File: config.mk
export PLATFORM = sky130hd
export DESIGN_NAME = mles_ram
export DESIGN_NICKNAME = d
export VERILOG_FILES = /design/src/hdl/mles_ram.sv
export SDC_FILE = /design/constraint.sdc
export NUM_CORES = 1
export LEC_CHECK = 0
export ABC_AREA = 1
export BUFFER_PORTS_ARGS = -buffer_cell sky130_fd_sc_hd__buf_2
export CAP_MARGIN = 5
export CORE_ASPECT_RATIO = 1.25
export CORE_MARGIN = 1.5
export CORE_UTILIZATION = 55
export CTS_BUF_LIST = sky130_fd_sc_hd__clkbuf_16
export DETAILED_ROUTE_END_ITERATION = 8
export GPL_TIMING_DRIVEN = 0
export PLACE_DENSITY = 0.72
export SLEW_MARGIN = 20
export SYNTH_ARGS = -nofsm -noshare
export SYNTH_HDL_FRONTEND = slang
export SYNTH_SLANG_ARGS = --single-unit
File: constraint.sdc
create_clock -name i_clk -period 1.4 [get_ports i_clk]
set_input_delay 0.28 -clock i_clk [delete_from_list [all_inputs] [get_ports i_clk]]
set_output_delay 0.28 -clock i_clk [all_outputs]
set_load 0.005 [all_outputs]
File: src/hdl/mles_ram.sv
// ----------------------------------------------------------------------------
// mles_ram
// Generic simple dual port RAM, one write and one registered read port.
// ----------------------------------------------------------------------------
`default_nettype none

module mles_ram #(
    parameter int WIDTH = 8,
    parameter int DEPTH = 16
) (
    input  wire logic                     i_clk,
    input  wire logic                     i_we,
    input  wire logic [$clog2(DEPTH)-1:0] i_waddr,
    input  wire logic [WIDTH-1:0]         i_wdata,
    input  wire logic [$clog2(DEPTH)-1:0] i_raddr,
    output logic      [WIDTH-1:0]         o_rdata
);
    logic [WIDTH-1:0] r_mem [DEPTH];

    always_ff @(posedge i_clk) begin
        if (i_we) begin
            r_mem[i_waddr] <= i_wdata;
        end
        o_rdata <= r_mem[i_raddr];
    end
endmodule

`default_nettype wire

---- Word level (Yosys, flattened, before mapping) ----
Memories as Yosys holds them, arrays and structs flattened. A register that Yosys moved wholly into a read port is not among the register bits.
Index checks and enable logic that the tools add are counted.
word-level totals
  bits of input ports ..................... 18
  output and inout bits ................... 8
  RAM bits ................................ 128
  logic and storage cells ................. 3
  register bits ........................... 0
  memories ................................ 1
memory list
  memory  depth  bits a word  rd ports  clocked after memory_dff  write ports  line  text
  r_mem   16     8            1         1                         1            18    logic [WIDTH-1:0] r_mem [DEPTH];
cells by class
  multiplexer cells ....................... 2
operator list
  operator  count
  $mux 1    2

---- Longest topological paths before layout ----
Gate-level depths: netlist of the first run.
  word-level depth ........................ 2
  gate-level depth with buffers ........... 8
  mapped depth without buffers ............ 7

---- Worst setup path after synthesis of the first run ----
Ideal clock, no wire load.
  path type ............................... input to register
  from .................................... input i_waddr[2]
  to ...................................... memory r_mem[10][0], enable pin
  required time ........................... 1,030 ps
  buffers on the path ..................... 0
  arrival time ............................ 861 ps
  stages on the path ...................... 2
  library setup time ...................... 370 ps
  setup slack ............................. 169 ps
  cell sequence ........................... nand3b_1 -> nor2_1
RTL lines
  element             line  text
  start: declaration  13    input wire logic [$clog2(DEPTH)-1:0] i_waddr,
  end: declaration    18
No word-level cell before the write port.

---- Worst setup path after layout of the first run ----
  from .................................... input i_waddr[3]
  to ...................................... memory r_mem[7][6], enable pin
No word-level cell before the write port.

==> results of run 1 <==
==> per-layer routing <==
layer	global-route usage, %	vias up	part of all wire [%]
met5	0	-	0
met4	10.7	0	2.9
met3	6.14	24	9.5
met2	39.6	224	48
met1	36.8	1861	40
li1	-	1856	-
==> sequential cells by signal, summed over array words and instances, names as in the netlist <==
name and cells:
r_mem 128, o_rdata 8
==> through the flow <==
stage / utilization [%] / cell area [sq um] / power, mW
global route: 65.7 / 6680 / 10.2
detailed placement: 59.4 / 6040 / 5.23
finish: 65.7 / 6680 / 9.91
floorplan: - / 5770 / 4.98
global placement: 59.4 / 6040 / 5.21
CTS: 65.7 / 6670 / 9.92
==> cells by family after synthesis <==
kind of cell  Yosys count  synth area share [%]
simple gates          289                  21.0
flops                 136                  69.4
buf+inv               126                  9.52
==> path summary, 6_finish.rpt <==
path | from | to | slack [ns] | depth (start not counted)
min | i_wdata[1] | r_mem[12][1] | 0.29 | 1
min reg2reg | r_mem[14][2] | o_rdata[2] | 0.71 | 6
max | i_waddr[3] | r_mem[7][6] | 0.07 | 3
max reg2reg | r_mem[4][7] | o_rdata[7] | 0.34 | 6
==> cell type report <==
class / instances / area (sq um)
Fill cell: 781 / 3480
Clock buffer: 17 / 425
Multi-Input combinational cell: 289 / 1220
Clock inverter: 15 / 208
Timing Repair Buffer: 22 / 110
Tap cell: 129 / 161
Inverter: 102 / 383
Buffer: 24 / 166
Sequential cell: 136 / 4000
==> worst max-delay path: cells and delay by family <==
| family | cells | cell delay, ns |
|---|---|---|
| simple gates | 2 | 0.96 |
| buf+inv | 1 | 0.12 |
==> synth_stat cells, drive strengths merged <==
cell type	number
buf	24
dfxtp	8
edfxtp	128
inv	102
nand2	173
nand3	97
nand3b	2
nor2	17
==> power by group <==
group	leakage, nW	switching (mW)	internal (mW)
clock	0.301	1.62	3.13
combinational	1.39	0.413	0.174
sequential	1.22	0.0226	4.55
==> repair_timing <==
action | in CTS | in global routing
setup endpoints to repair | 0 | 14
resized for setup | 0 | 2
setup buffers | 0 | 0
==> flow_metrics.tcl, run 1 <==
set metrics [dict create \
    drive_gt1_share_pct 12.9 \
    num_vias 3965 \
    grt_pass1_vias 3806 \
    dp_hpwl_mm 8.62 \
    clk_latency_ns 0.42 \
    crit_path_end_kind "flop" \
    p_leak_nw 2.91 \
    ioPinCount 26 \
    start_util_pct 56.8 \
    clock_sinks 136 \
    synth_nets 569 \
    placementRows 41 \
    synth_top_area_share_pct 66.7 \
    cts.clk_slew.worst_paths_ns 0.06 \
    cts_buffers 17 \
    drt-initial-drc-count 535 \
    grt_remaining_overflow 0 \
    cp_data_arrival_time_ns 1.37 \
    setup_slack_ns 0.0708 \
    ir_drop_v 0.000918 \
    root_buffer "clkbuf_16" \
    syn-cell-area_sq_um 5770 \
    grt_setup_unrepaired "false" \
    critPathMaxStageDelay_ns 0.69 \
    layout_commonest_cell "nand2_1" \
    drcViolationCount 0 \
    synth_area_leader_cell "edfxtp_1" \
    die_w_um 94.6 \
    min_path_type "input pin to flop" \
    finalSetupTns_ns 0 \
    fmax_mhz 752 \
    totalWireLength_mm 13.3 \
    design.core.area_sq_um 10200 \
    first_pass_iters 5 \
    clock_path_buffers 2 \
    grt_pass1_wl_mm 20.9 \
    hold_ws_ns 0.289 \
    final.period_utilization_pct 94.9 \
    max_cap_violations 0 \
    hold_viol_final 0 \
    antenna_found_initial 0 \
    synth_seq_cells 136 \
    period_needed_ns 1.33 \
    via_per_inst 5.40 \
    critPathKind "input pin to flop" \
    path_cells "buf_2, nand3b_1, nor2_1" \
    fin_skew_ns 0.00560 \
    die-height_um 117 \
    cp.required_ns 1.44 \
    yosys_warnings 0 \
    cts_tree "yes" \
    diodes 0 \
    status "finished, final reports clean" \
    htreeDepth 4 \
    track_usage_pct 26.3 \
    die-area_sq_um 11100 \
    final_antenna_net_count 0 \
    ys_seq_area_share_pct 69.4 \
    cpMaxStageDelayCell "nor2_1" \
    place_inst 702 \
    gp_congestion 0.880 \
    power.density_nw_per_um2 1480 \
    worstPathMaxFanout 8 \
    final_cells 734 \
    synth.distinct_cells 12 \
    finalMaxSlewViolations 0 \
    grt_max_degree 17 \
    port_buffers 22 \
    mostFrequentLayoutCells "173 x nand2_1, 128 x edfxtp_1, 100 x inv_1" \
    avgSynthCellArea_sq_um 10.5 \
    final_nets 610 \
    syn2layout_area_growth_pct 15.8 \
    route.detailed.wl_per_inst_um 18.1 \
    tightest_slew_ns 0.829 \
    finalSetupViolCount 0 \
    relSlewSlack_pct 44.5 \
    post-place-ws_ns -0.367 \
    critPathLaunchType "input pin" \
    netlist_instances 551 \
    cts_hold_buffers 0 \
    synth_area_leaders "edfxtp_1 67%, nand2_1 11%, nand3_1 8.4%, inv_1 6.5%, dfxtp_1 2.8%" \
]
(Power assumes the default switching activity.)
==> inputs of run 2 (changes only) <==
==> config.mk (replaced) <==
export PLATFORM = sky130hd
export DESIGN_NAME = mles_ram
export DESIGN_NICKNAME = d
export VERILOG_FILES = /design/src/hdl/mles_ram.sv
export SDC_FILE = /design/constraint.sdc
export NUM_CORES = 1
export LEC_CHECK = 0
export BUFFER_PORTS_ARGS = -buffer_cell sky130_fd_sc_hd__buf_2
export CAP_MARGIN = 15
export CORE_ASPECT_RATIO = 1.25
export CORE_MARGIN = 1.5
export CORE_UTILIZATION = 55
export DETAILED_ROUTE_END_ITERATION = 8
export GPL_TIMING_DRIVEN = 0
export PLACE_DENSITY = 0.73
export SLEW_MARGIN = 20
export SYNTH_ARGS = -nofsm -noshare
export SYNTH_HDL_FRONTEND = slang
export SYNTH_SLANG_ARGS = --single-unit
==> flow_metrics.tcl, run 2 <==
set metrics [dict create \
    status "finished, violations left" \
    failed_checks "negative setup slack" \
    synth.distinct_cells 19 \
    syn2layout_area_growth_pct 18.5 \
    grt_pass1_vias 2380 \
    cp_data_arrival_time_ns 1.71 \
    htreeDepth 4 \
    totalWireLength_mm 9.56 \
    synth_seq_cells 136 \
    mostFrequentLayoutCells "128 x edfxtp_1, 27 x buf_2, 22 x clkbuf_16" \
    top_regs "r_mem (128), o_rdata (8)" \
    antenna_found_initial 0 \
    port_buffers 24 \
    r2r_slack_ns -0.01 \
    placementRows 39 \
    drive_gt1_share_pct 33.7 \
    grt_pass1_wl_mm 14.0 \
    synth_edf_count 128 \
    clock_path_buffers 2 \
    design.core.area_sq_um 9130 \
    period_needed_ns 1.41 \
    gp_congestion 0.781 \
    die-height_um 111 \
    post-place-ws_ns -0.332 \
    die-area_sq_um 9950 \
    grt_remaining_overflow 0 \
    dp_hpwl_mm 5.85 \
    synth_nets 247 \
    ioPinCount 26 \
    fmax_mhz 708 \
    root_buffer "clkbuf_16" \
    crit_path_end_kind "flop" \
    synth_common_cells "128 x edfxtp_1, 18 x mux4_2, 16 x a22oi_1" \
    largest_register_ffs 128 \
    first_pass_iters 5 \
    synth_top_area_share_pct 74.7 \
    num_vias 2437 \
    power.density_nw_per_um2 1550 \
    nFillCells 579 \
    ff2ff_path_depth 3 \
    diodes 0 \
    track_usage_pct 21.7 \
    ys_seq_area_share_pct 77.8 \
    syn-cell-area_sq_um 5150 \
    met2_usage_pct 33.2 \
    avgSynthCellArea_sq_um 22.5 \
    synthArstFlopShare_pct 0 \
    synth_most_common_cell "edfxtp_1" \
    drcViolationCount 0 \
    critPathKind "flop to flop" \
    critPathLaunchType "flop" \
    final.period_utilization_pct 101 \
    synth_area_leaders "edfxtp_1 75%, mux4_2 7.9%, mux4_1 7.1%, dfxtp_1 3.1%, a22oi_1 2.3%" \
    tightest_slew_ns 0.791 \
    ir_drop_v 0.00109 \
    layout_commonest_cell "edfxtp_1" \
    fin_skew_ns 0.00602 \
    r2r_start "r_mem[1][0]" \
    route.detailed.wl_per_inst_um 23.4 \
    cts_tree "yes" \
    drt-initial-drc-count 338 \
    netlist_instances 229 \
    min_path_type "input pin to flop" \
    start_util_pct 56.4 \
    p_leak_nw 2.06 \
    min_from "i_wdata[5]" \
    final_cell_area_sq_um 6100 \
    setup_slack_ns -0.0126 \
    whs_endpoint "r_mem[13][5]" \
    holdPathStages 1 \
    relSlewSlack_pct 47.1 \
    use_met3_pct 6.33 \
    synth_area_leader_cell "edfxtp_1" \
    synth_flop_cell "edfxtp_1" \
    cp.required_ns 1.70 \
    grt_setup_unrepaired "false" \
    grt_max_degree 17 \
    finalMaxSlewViolations 0 \
    hold_viol_final 0 \
    final_nets 290 \
    clock_sinks 136 \
    largest-register "r_mem" \
    die_w_um 89.5 \
    cts.clk_slew.worst_paths_ns 0.06 \
    r2r_end "o_rdata[0]" \
    via_per_inst 5.97 \
    yosys_warnings 0 \
    final_antenna_net_count 0 \
    cts_buffers 17 \
    worstPathMaxFanout 1 \
    gr-usage-met1_pct 28.4 \
    finalSetupViolCount 2 \
    max_cap_violations 0 \
    grt_busiest_layer "met2" \
    placed_area_sq_um 5470 \
    clk_latency_ns 0.41 \
]
## run 2: changes by cell type after synthesis, sizes merged
| cell | delta |
|---|---|
| or3b | +1 |
| and2b | +1 |
| nand2 | -164 |
| nand3 | -96 |
| inv | -102 |
| buf | -17 |
| nor2 | -4 |
| clkdlybuf4s25 | +3 |
| a22oi | +16 |
| nand2b | +2 |
| and2 | +1 |
| mux4 | +32 |
| nor3 | +4 |
| nor2b | +1 |
## run 2: worst max-delay path, cell delays in order, from the launching register on
cell and delay [ns]:
edfxtp_1 0.37, mux4_1 0.54, a22oi_1 0.30, nand2_1 0.10
## run 2: metrics by stage
stage / cells / util, % / hold slack (ns) / total power, mW / setup TNS, ns
6_report: 408 / 66.9 / 0.264 / 9.43 / -0.0134
5_1_grt: 408 / 66.9 / 0.269 / 9.69 / 0
4_1_cts: 408 / 66.7 / 0.247 / 9.49 / 0
3_5_place_dp: 376 / 59.9 / 0.659 / 5.10 / -36.53
3_3_place_gp: 376 / 59.8 / 0.655 / 5.08 / -38.09
2_1_floorplan: 229 / - / 0.379 / 4.90 / -0.0929
## run 2: repair_timing
action,4_1_cts,5_1_grt
setup endpoints to repair,1,2
buffers inserted,0,0
resized for setup,2,3
hold buffers,0,0
## run 2: worst max-delay path by stage
| stage | cells past startpoint | start | to |
|---|---|---|---|
| final | 3 | r_mem[1][0] | o_rdata[0] |
| after global routing | 3 | r_mem[1][1] | o_rdata[1] |
| after CTS | 3 | r_mem[1][1] | o_rdata[1] |
| after detailed placement | 3 | i_waddr[0] | r_mem[6][4] |
| after global placement | 3 | i_we | r_mem[12][6] |
| after floorplan | 5 | i_raddr[0] | o_rdata[1] |
## run 2: metal layers
| layer | vias up | share of wire [%] |
|---|---|---|
| met1 | 1236 | 39 |
| met4 | 0 | 2.3 |
| met3 | 19 | 7.4 |
| met2 | 119 | 51 |
| li1 | 1063 | - |
| met5 | - | 0 |
## run 2: area by class of cell
type,count,area (sq um),share of cell area (%)
Buffer,10,93.8,1.54
Clock buffer,24,568,9.31
Clock inverter,8,51.3,0.841
Multi-Input combinational cell,83,1110,18.2
Sequential cell,136,4000,65.6
Tap cell,123,154,2.52
Timing Repair Buffer,24,120,1.97
## run 2: power breakdown
part / switching (mW) / internal [mW] / leakage, nW
Combinational: 0.259 / 0.188 / 0.524
Clock: 1.58 / 2.83 / 0.311
Sequential: 0.0217 / 4.55 / 1.22
Total: 1.86 / 7.58 / 2.06
## run 2: cells by family after synthesis
family	after synthesis	share of synthesized area, %
flops	136	77.8
simple gates	35	3.18
mux	32	15.0
compound gates	16	2.33
buf+inv	10	1.68
