==> src/hdl/mles_pkg.sv <==
// ----------------------------------------------------------------------------
// mles_pkg
// Shared types, constants and helpers of the loop event store.
// ----------------------------------------------------------------------------
`default_nettype none

package mles_pkg;

    localparam int STORE_DEPTH_DEF = 64;
    localparam int RESULT_LIMIT    = 64;
    localparam int RES_W           = $clog2(RESULT_LIMIT + 1);

    localparam int POS_W    = 32;
    localparam int RATE_W   = 18;
    localparam int TEMPO_W  = 18;
    localparam int OFFSET_W = 24;
    localparam int SCALE_W  = 17;
    localparam int CFG_W    = 32;
    localparam int CFG_IDX_W = 2;

    localparam logic [RATE_W-1:0]  SAMPLE_RATE_RST = RATE_W'(48000);
    localparam logic [TEMPO_W-1:0] TEMPO_RST       = TEMPO_W'(30720);

    localparam logic [1:0] KIND_RECORD = 2'd0;
    localparam logic [1:0] KIND_QUERY  = 2'd1;
    localparam logic [1:0] KIND_DECAY  = 2'd2;
    localparam logic [1:0] KIND_CLEAR  = 2'd3;

    localparam logic [CFG_IDX_W-1:0] CFG_LOOP_LENGTH = 2'd0;
    localparam logic [CFG_IDX_W-1:0] CFG_SAMPLE_RATE = 2'd1;
    localparam logic [CFG_IDX_W-1:0] CFG_TEMPO       = 2'd2;

    localparam logic [3:0] NOTE_ON_HI = 4'h9;

    typedef struct packed {
        logic [1:0]          kind;
        logic [POS_W-1:0]    position;
        logic [POS_W-1:0]    window_end;
        logic [7:0]          msg_status;
        logic [6:0]          msg_data1;
        logic [6:0]          msg_data2;
        logic [SCALE_W-1:0]  scale;
    } t_in_word;

    typedef struct packed {
        logic                has_event;
        logic [OFFSET_W-1:0] sample_offset;
        logic [7:0]          out_status;
        logic [6:0]          out_data1;
        logic [6:0]          out_data2;
        logic                store_full;
        logic                last;
    } t_out_word;

    typedef struct packed {
        logic [POS_W-1:0] position;
        logic [7:0]       status;
        logic [6:0]       data1;
        logic [6:0]       data2;
    } t_entry;

    localparam int ENTRY_W = $bits(t_entry);

    function automatic logic is_note_on(input logic [7:0] st, input logic [6:0] vel);
        return (st[7:4] == NOTE_ON_HI) && (vel != 7'd0);
    endfunction

    function automatic logic [6:0] vel_scale(input logic [6:0] vel,
                                             input logic [SCALE_W-1:0] scale);
        logic [SCALE_W+6:0] prod;
        prod = vel * scale;
        return prod[22:16];
    endfunction

endpackage

`default_nettype wire

==> src/hdl/mles_offset.sv <==
// ----------------------------------------------------------------------------
// mles_offset
// Beat distance to sample offset: two multiply steps, then a bit-serial
// divide by the tempo, saturating to the offset width.
// ----------------------------------------------------------------------------
`default_nettype none

module mles_offset (
    input  wire logic                          i_clk,
    input  wire logic                          i_rst_n,
    input  wire logic                          i_start,
    input  wire logic [mles_pkg::POS_W-1:0]    i_delta,
    input  wire logic [mles_pkg::RATE_W-1:0]   i_sample_rate,
    input  wire logic [mles_pkg::TEMPO_W-1:0]  i_tempo,
    output logic                               o_done,
    output logic      [mles_pkg::OFFSET_W-1:0] o_offset
);
    localparam int P1_W  = mles_pkg::POS_W + mles_pkg::RATE_W;
    localparam int P2_W  = P1_W + 6;
    localparam int DIV_W = P2_W - 8;
    localparam int CNT_W = $clog2(DIV_W);
    localparam int TW    = mles_pkg::TEMPO_W;

    localparam logic [2:0] S_IDLE = 3'd0;
    localparam logic [2:0] S_MUL1 = 3'd1;
    localparam logic [2:0] S_MUL2 = 3'd2;
    localparam logic [2:0] S_DIV  = 3'd3;
    localparam logic [2:0] S_DONE = 3'd4;

    logic [2:0]                      r_state;
    logic [mles_pkg::POS_W-1:0]      r_d;
    logic [mles_pkg::RATE_W-1:0]     r_sr;
    logic [TW-1:0]                   r_tempo;
    logic [P1_W-1:0]                 r_p1;
    logic [DIV_W-1:0]                r_num;
    logic [TW-1:0]                   r_rem;
    logic [mles_pkg::OFFSET_W-1:0]   r_q;
    logic                            r_ovf;
    logic [CNT_W-1:0]                r_cnt;

    logic [P2_W-1:0] prod60;
    logic [TW:0]     trial;
    logic            ge;

    assign prod60 = (P2_W'(r_p1) << 6) - (P2_W'(r_p1) << 2);
    assign trial  = {r_rem, r_num[DIV_W-1]};
    assign ge     = trial >= {1'b0, r_tempo};

    always_ff @(posedge i_clk) begin
        if (!i_rst_n) begin
            r_state <= S_IDLE;
        end else begin
            unique case (r_state)
                S_IDLE: begin
                    if (i_start) begin
                        r_d     <= i_delta;
                        r_sr    <= i_sample_rate;
                        r_tempo <= (i_tempo == '0) ? TW'(1) : i_tempo;
                        r_state <= S_MUL1;
                    end
                end
                S_MUL1: begin
                    r_p1    <= r_d * r_sr;
                    r_state <= S_MUL2;
                end
                S_MUL2: begin
                    r_num   <= prod60[P2_W-1:8];
                    r_rem   <= '0;
                    r_q     <= '0;
                    r_ovf   <= 1'b0;
                    r_cnt   <= '0;
                    r_state <= S_DIV;
                end
                S_DIV: begin
                    r_rem <= ge ? TW'(trial - {1'b0, r_tempo}) : trial[TW-1:0];
                    r_num <= r_num << 1;
                    r_q   <= {r_q[mles_pkg::OFFSET_W-2:0], ge};
                    r_ovf <= r_ovf | r_q[mles_pkg::OFFSET_W-1];
                    r_cnt <= r_cnt + 1'b1;
                    if (r_cnt == CNT_W'(DIV_W - 1)) begin
                        r_state <= S_DONE;
                    end
                end
                S_DONE: begin
                    r_state <= S_IDLE;
                end
                default: begin
                    r_state <= S_IDLE;
                end
            endcase
        end
    end

    assign o_done   = (r_state == S_DONE);
    assign o_offset = r_ovf ? '1 : r_q;
endmodule

`default_nettype wire
==> config.mk <==
export PLATFORM = sky130hd
export DESIGN_NAME = mles_offset
export DESIGN_NICKNAME = d
export VERILOG_FILES = /design/src/hdl/mles_pkg.sv /design/src/hdl/mles_offset.sv
export SDC_FILE = /design/constraint.sdc
export NUM_CORES = 2
export LEC_CHECK = 0
export BUFFER_PORTS_ARGS = -buffer_cell sky130_fd_sc_hd__buf_2
export CORE_AREA = 10 10 235 237
export CTS_BUF_LIST = sky130_fd_sc_hd__clkbuf_2
export DETAILED_ROUTE_END_ITERATION = 10
export DIE_AREA = 0 0 245 247
export PLACE_DENSITY_LB_ADDON = 0.12
export SLEW_MARGIN = 5
export SYNTH_ARGS = -nofsm -noshare
export SYNTH_HDL_FRONTEND = slang
export SYNTH_SLANG_ARGS = --single-unit
==> constraint.sdc <==
create_clock -name i_clk -period 12 [get_ports i_clk]
set_input_delay 1.2 -clock i_clk [delete_from_list [all_inputs] [get_ports i_clk]]
set_output_delay 1.2 -clock i_clk [all_outputs]
set_load 0.005 [all_outputs]
Word-level counts from Yosys, hierarchy flattened:

Index checks and enable logic that the tools add are counted.

* input bits: 71
* word-level logic and storage cells: 40
* output and inout port bits: 25
* bits in registers: 218

* $lt $le $gt $ge: 1
* reduce and logical (&&, ||, !) cells: 7
* multipliers: 1
* bitwise gates (word level): 1
* eq/ne operators: 7
* multiplexer cells: 10
* add/sub/neg operators: 3

Operator list (count)
* $pmux W48 S2: 1
* $sub A56 B52 Y56: 1
* $mul A32 B18 Y50: 1
* $pmux W24 S2: 1
* $pmux W18 S2: 1
* $mux W24: 1
* $ge A19 B18 Y1: 1
* $logic_not A18 Y1: 1
* $mux W18: 1
* $sub A18 B18 Y18: 1
* $pmux W3 S4: 1
* $pmux W6 S2: 1
* $add A6 B1 Y6 const B: 1
* $eq A3 B2 Y1 const B: 2
* $eq A6 B6 Y1 const B: 1
* $mux W3: 2
* $reduce_and A2 Y1: 3
* $ne A2 B2 Y1 const B: 2
* $eq A3 B1 Y1 const B: 1
* $eq A3 B3 Y1 const B: 1
* $logic_not A3 Y1: 1
* $reduce_and A3 Y1: 1
* $pmux W1 S2: 1
* $reduce_bool A2 Y1: 1
* $or A1 B1 Y1: 1

Longest topological paths before layout:

* depth in word-level cells: 3
* gate-level depth with buffers: 26
* depth with buffers taken out: 23

Least setup slack after synthesis:

No wires, ideal clock.

* kind: input-to-reg
* start point: input port i_rst_n
* end point: register r_d[0] (netlist name), enable pin
* buffers on the path: 0
* data arrival time: 5.929 ns
* data required time: 11.422 ns
* setup slack: 5.493 ns
* stages on the path: 2
* setup time: 0.578 ns
* cell sequence: nand2b_1 > nor3_1

* word-level cells in the longest chain between the ends: 1

RTL lines
* from (decl): line mles_offset.sv:10 `input wire logic i_rst_n,`
* $reduce_and A3 Y1 (no line)
* to (signal assigned): line mles_offset.sv:56 `r_d <= i_delta;`
* to (decl): line mles_offset.sv:31 `logic [mles_pkg::POS_W-1:0] r_d;`

No other way between the ends.
A chain may end at the register's enable or synchronous reset.

Worst setup path in the final report:

* start point: register r_sr[3] (netlist name)
* end point: register r_p1[49], data pin

* word-level cells in the longest chain between the ends: 1

RTL lines
* from (decl): line mles_offset.sv:32 `logic [mles_pkg::RATE_W-1:0] r_sr;`
* from (signal assigned): line mles_offset.sv:57 `r_sr <= i_sample_rate;`
* $mul A32 B18 Y50: line mles_offset.sv:63 `r_p1 <= r_d * r_sr;`
* to (signal assigned): line mles_offset.sv:63
* to (decl): line mles_offset.sv:34 `logic [P1_W-1:0] r_p1;`

No other way between the ends.

==> summary.md <==
| Metric | Value |
|---|---|
| Area of the multi-input gates | `20100 sq um` |
| # fillers | `about 4400` |
| Top-count cell post-synth | `inv_1` |
| CTS H-tree lvls | `2` |
| IO Count | `96` |
| Wirelength per Cell | `17.9 um` |
| R2R depth | `21` |
| RSZ-0062 raised after global routing | `no` |
| Hold Path Class | `in2reg` |
| Global-route wire length before repair | `around 120000 um` |
| Tmin final | `slightly below 8 ns` |
| DRC errors left | `0` |
| DR pass1 iterations | `6` |
| Post-CTS Hold Buffers | `0` |
| Period utilization | `0.650` |
| Hold path cells | `1` |
| Final Cell Area | `just over 30000 sq um` |
| Post-route setup slack | `4.19 ns` |
| Sink Count | `around 220` |
| Clock Skew | `about 0.17 ns` |
| Layout area overhead | `4.94%` |
| CP cell instances | `nand2_1, fa_1, fa_1, fa_1, inv_1, fa_1, fa_1, inv_1, fa_1, inv_1, ha_1, a21oi_1, o21ai_1, and4b_1, o21a_1, or3_1, a31oi_1, o211ai_1, and2_1, o41ai_1, nor2_1` |
| Yosys reg bits | `~220` |
| IO buf count | `95` |
| Worst Path Arrival | `between 8 and 9 ns` |
| Die area | `between 60000 and 70000 sq um` |
| Largest net degree at the start of global routing | `~80` |
| Slowest stage delay, CP | `1.28 ns` |
| Placer Congestion | `between 0.9 and 1` |
| Antenna Nets Post-Route | `0` |
| Initial Util | `0.584` |
| Maxcap violations | `0` |
| Gr usage total | `0.237` |
| Min Hold Slack | `roughly 0.21 ns` |
| TritonCTS clock tree | `built` |
| Clk_lat worst skew | `1.17 ns` |
| Main synth FF type | `edfxtp_1` |
| Post-Syn Instances | `3127` |
| CTS root buf | `clkbuf_2` |
| CTS buffer count | `61` |
| Most instantiated cells after synthesis | `inv_1 (616), fa_1 (481), nand2_1 (458), and2_1 (245), edfxtp_1 (215)` |
| Setup bufs post-CTS | `0` |
| Hold Vio Cnt, Final | `0` |
| Share of the synthesized area in the top cell type | `0.325` |
| Post-Place Cell Area | `30500 sq um` |
| Share of cells above drive strength 1 | `0.0841` |
| Syn Nets | `about 3900` |
| PostCTS Resize Cnt | `0` |
| Worst Path Max Fanout | `32` |
| Post-synth ARST share | `0` |
| Via Count | `21311` |
| Initial antenna violation count | `3` |
| FF+latch area | `roughly 6500 sq um` |
| Reg-to-reg endpoint | `r_p1[49]` |
| R2R Setup Slk | `approximately 4.2 ns` |
| Die extent in y | `247 um` |
| Worst-margin pin slew | `~1.4 ns` |
| WL final | `approximately 69000 um` |
| Grt total ovfl | `0` |
| Slew Limit Fails | `0` |
| Vias in the first global route | `between 20000 and 25000` |
| Post-synth EDFFs | `about 220` |
| Total number of yosys warnings | `0` |
| Max transition margin | `0.0877` |
| Core area | `a little over 50000 sq um` |
| CTS clk-pin slew, worst paths | `roughly 0.11 ns` |
| Syn Area/Cell | `between 9 and 10 sq um` |
| Layout Nets | `3895` |
| Hold Crit Start | `i_delta[30]` |
| Slowest-stage cell, CP | `edfxtp_1` |
| Synth cell types | `81` |
| Synth Cell Area | `about 30000 sq um` |
| Status | `complete, no violations` |
| Hold-critical path endpoint | `r_d[30]` |
| Seq/Total Area, Yosys | `0.220` |
| FF-to-FF Start | `r_sr[3]` |
| Vias per cell | `about 5.5` |
| DR iter-0 viols | `~1400` |
| Row count | `slightly above 80` |
| Die width | `245 um` |
| Most Frequent Cell on Critical Path | `fa_1` |
| Max frequency | `roughly 0.13 GHz` |
| Worst EP required | `about 13 ns` |
| Hpwl dp | `~53000 um` |
| Crit. End Element | `flip-flop` |
| Clk buf depth | `3` |
| Ranking of synthesized cells by area | `fa_1 (33%), edfxtp_1 (22%), ha_1 (8.0%)` |
| Final Setup Violations | `0` |
| Setup Crit Path Kind | `reg2reg` |
| Synth area leader | `fa_1` |
| Worst Setup Start Kind | `flip-flop` |
| Setup WS pre-CTS | `between 4 and 5 ns` |
| Setup TNS after final layout | `0 ns` |
-- how the worst max path moves through the flow --
stage                  from  endpoint  slack, ns  cells after the start
CTS                 r_sr[3]  r_p1[49]       4.26                     21
finish              r_sr[3]  r_p1[49]       4.19                     21
global placement    r_sr[3]  r_p1[49]       4.51                     21
floorplan           i_rst_n    r_d[0]       5.49                      2
global route        r_sr[3]  r_p1[49]       3.73                     21
detailed placement  r_sr[3]  r_p1[49]       4.39                     21
-- flip-flops by register name, summed over array words and instances (netlist names) --
signal / count
r_rem: 18
r_sr: 18
r_cnt: 6
r_ovf: 1
r_q: 24
r_d: 32
r_p1: 50
r_state: 3
r_num: 48
r_tempo: 18
-- layout make-up --
| cell class | count | area share |
|---|---|---|
| diodes | 1 | 0.0000806 |
| clock buffers | 85 | 0.0137 |
| clock inverters | 24 | 0.00512 |
| inverters | 616 | 0.0745 |
| multi-input cells | 2139 | 0.649 |
| flip-flops and latches | 218 | 0.210 |
| well taps | 680 | 0.0274 |
| repair buffers | 118 | 0.0209 |
-- layout by cell type (no fill, tap or decap), types with 4 or more instances in the layout --
master / count
buf_2: 95
o221ai_1: 4
a31oi_1: 9
nand2_1: 458
nand3_1: 24
ha_1: 189
clkinv_2: 6
o21ai_0: 66
mux2i_1: 17
nor2b_1: 13
o21bai_1: 13
a211oi_1: 16
and2_1: 245
fa_1: 481
o21a_1: 13
xor2_1: 36
o31ai_1: 9
clkinv_1: 14
edfxtp_1: 215
nand4_1: 20
or2_2: 30
o21ai_1: 14
and3_1: 6
inv_1: 616
a31o_2: 4
buf_4: 23
clkbuf_2: 85
or3_1: 5
xnor2_1: 66
nor2_1: 108
nor3_1: 9
o211ai_1: 9
nand2b_1: 8
a21oi_1: 143
a21o_1: 59
a221oi_1: 4
-- logic make-up (layout without fill, tap and decap cells) --
family | count (synthesis) | in the layout | synth area share
buf+inv | 770 | 843 | 0.100
fa+ha+maj | 670 | 670 | 0.405
xor+xnor | 102 | 102 | 0.0302
simple gates | 949 | 949 | 0.152
compound gates | 401 | 401 | 0.0860
mux | 17 | 17 | 0.00575
other cells | 0 | 1 | 0
flops | 218 | 218 | 0.220
-- per-layer routing --
metal | routed length, um | track usage
met5 | 27 | 0
met2 | 32600 | 0.389
met4 | 2110 | 0.0791
met1 | 29500 | 0.310
met3 | 5120 | 0.0477
-- critical path, delay by kind of cell (launching register included) --
| family | cells | cell delay (ns) |
|---|---|---|
| adder cells (fa/ha/maj) | 7 | 3.45 |
| AO/OA/AOI/OAI | 6 | 1.52 |
| flip-flops | 1 | 1.28 |
| AND/OR/NAND/NOR | 5 | 1.08 |
| buffers and inverters | 3 | 0.15 |
-- stage by stage --
step                 util  std cells
floorplan               -       3127
global placement    0.601       3771
detailed placement  0.601       3771
CTS                 0.613       3880
global route        0.613       3881
finish              0.613       3881
Power is not shown: default switching activity piles up to over one toggle a cycle in this logic, so the estimate is an artifact.
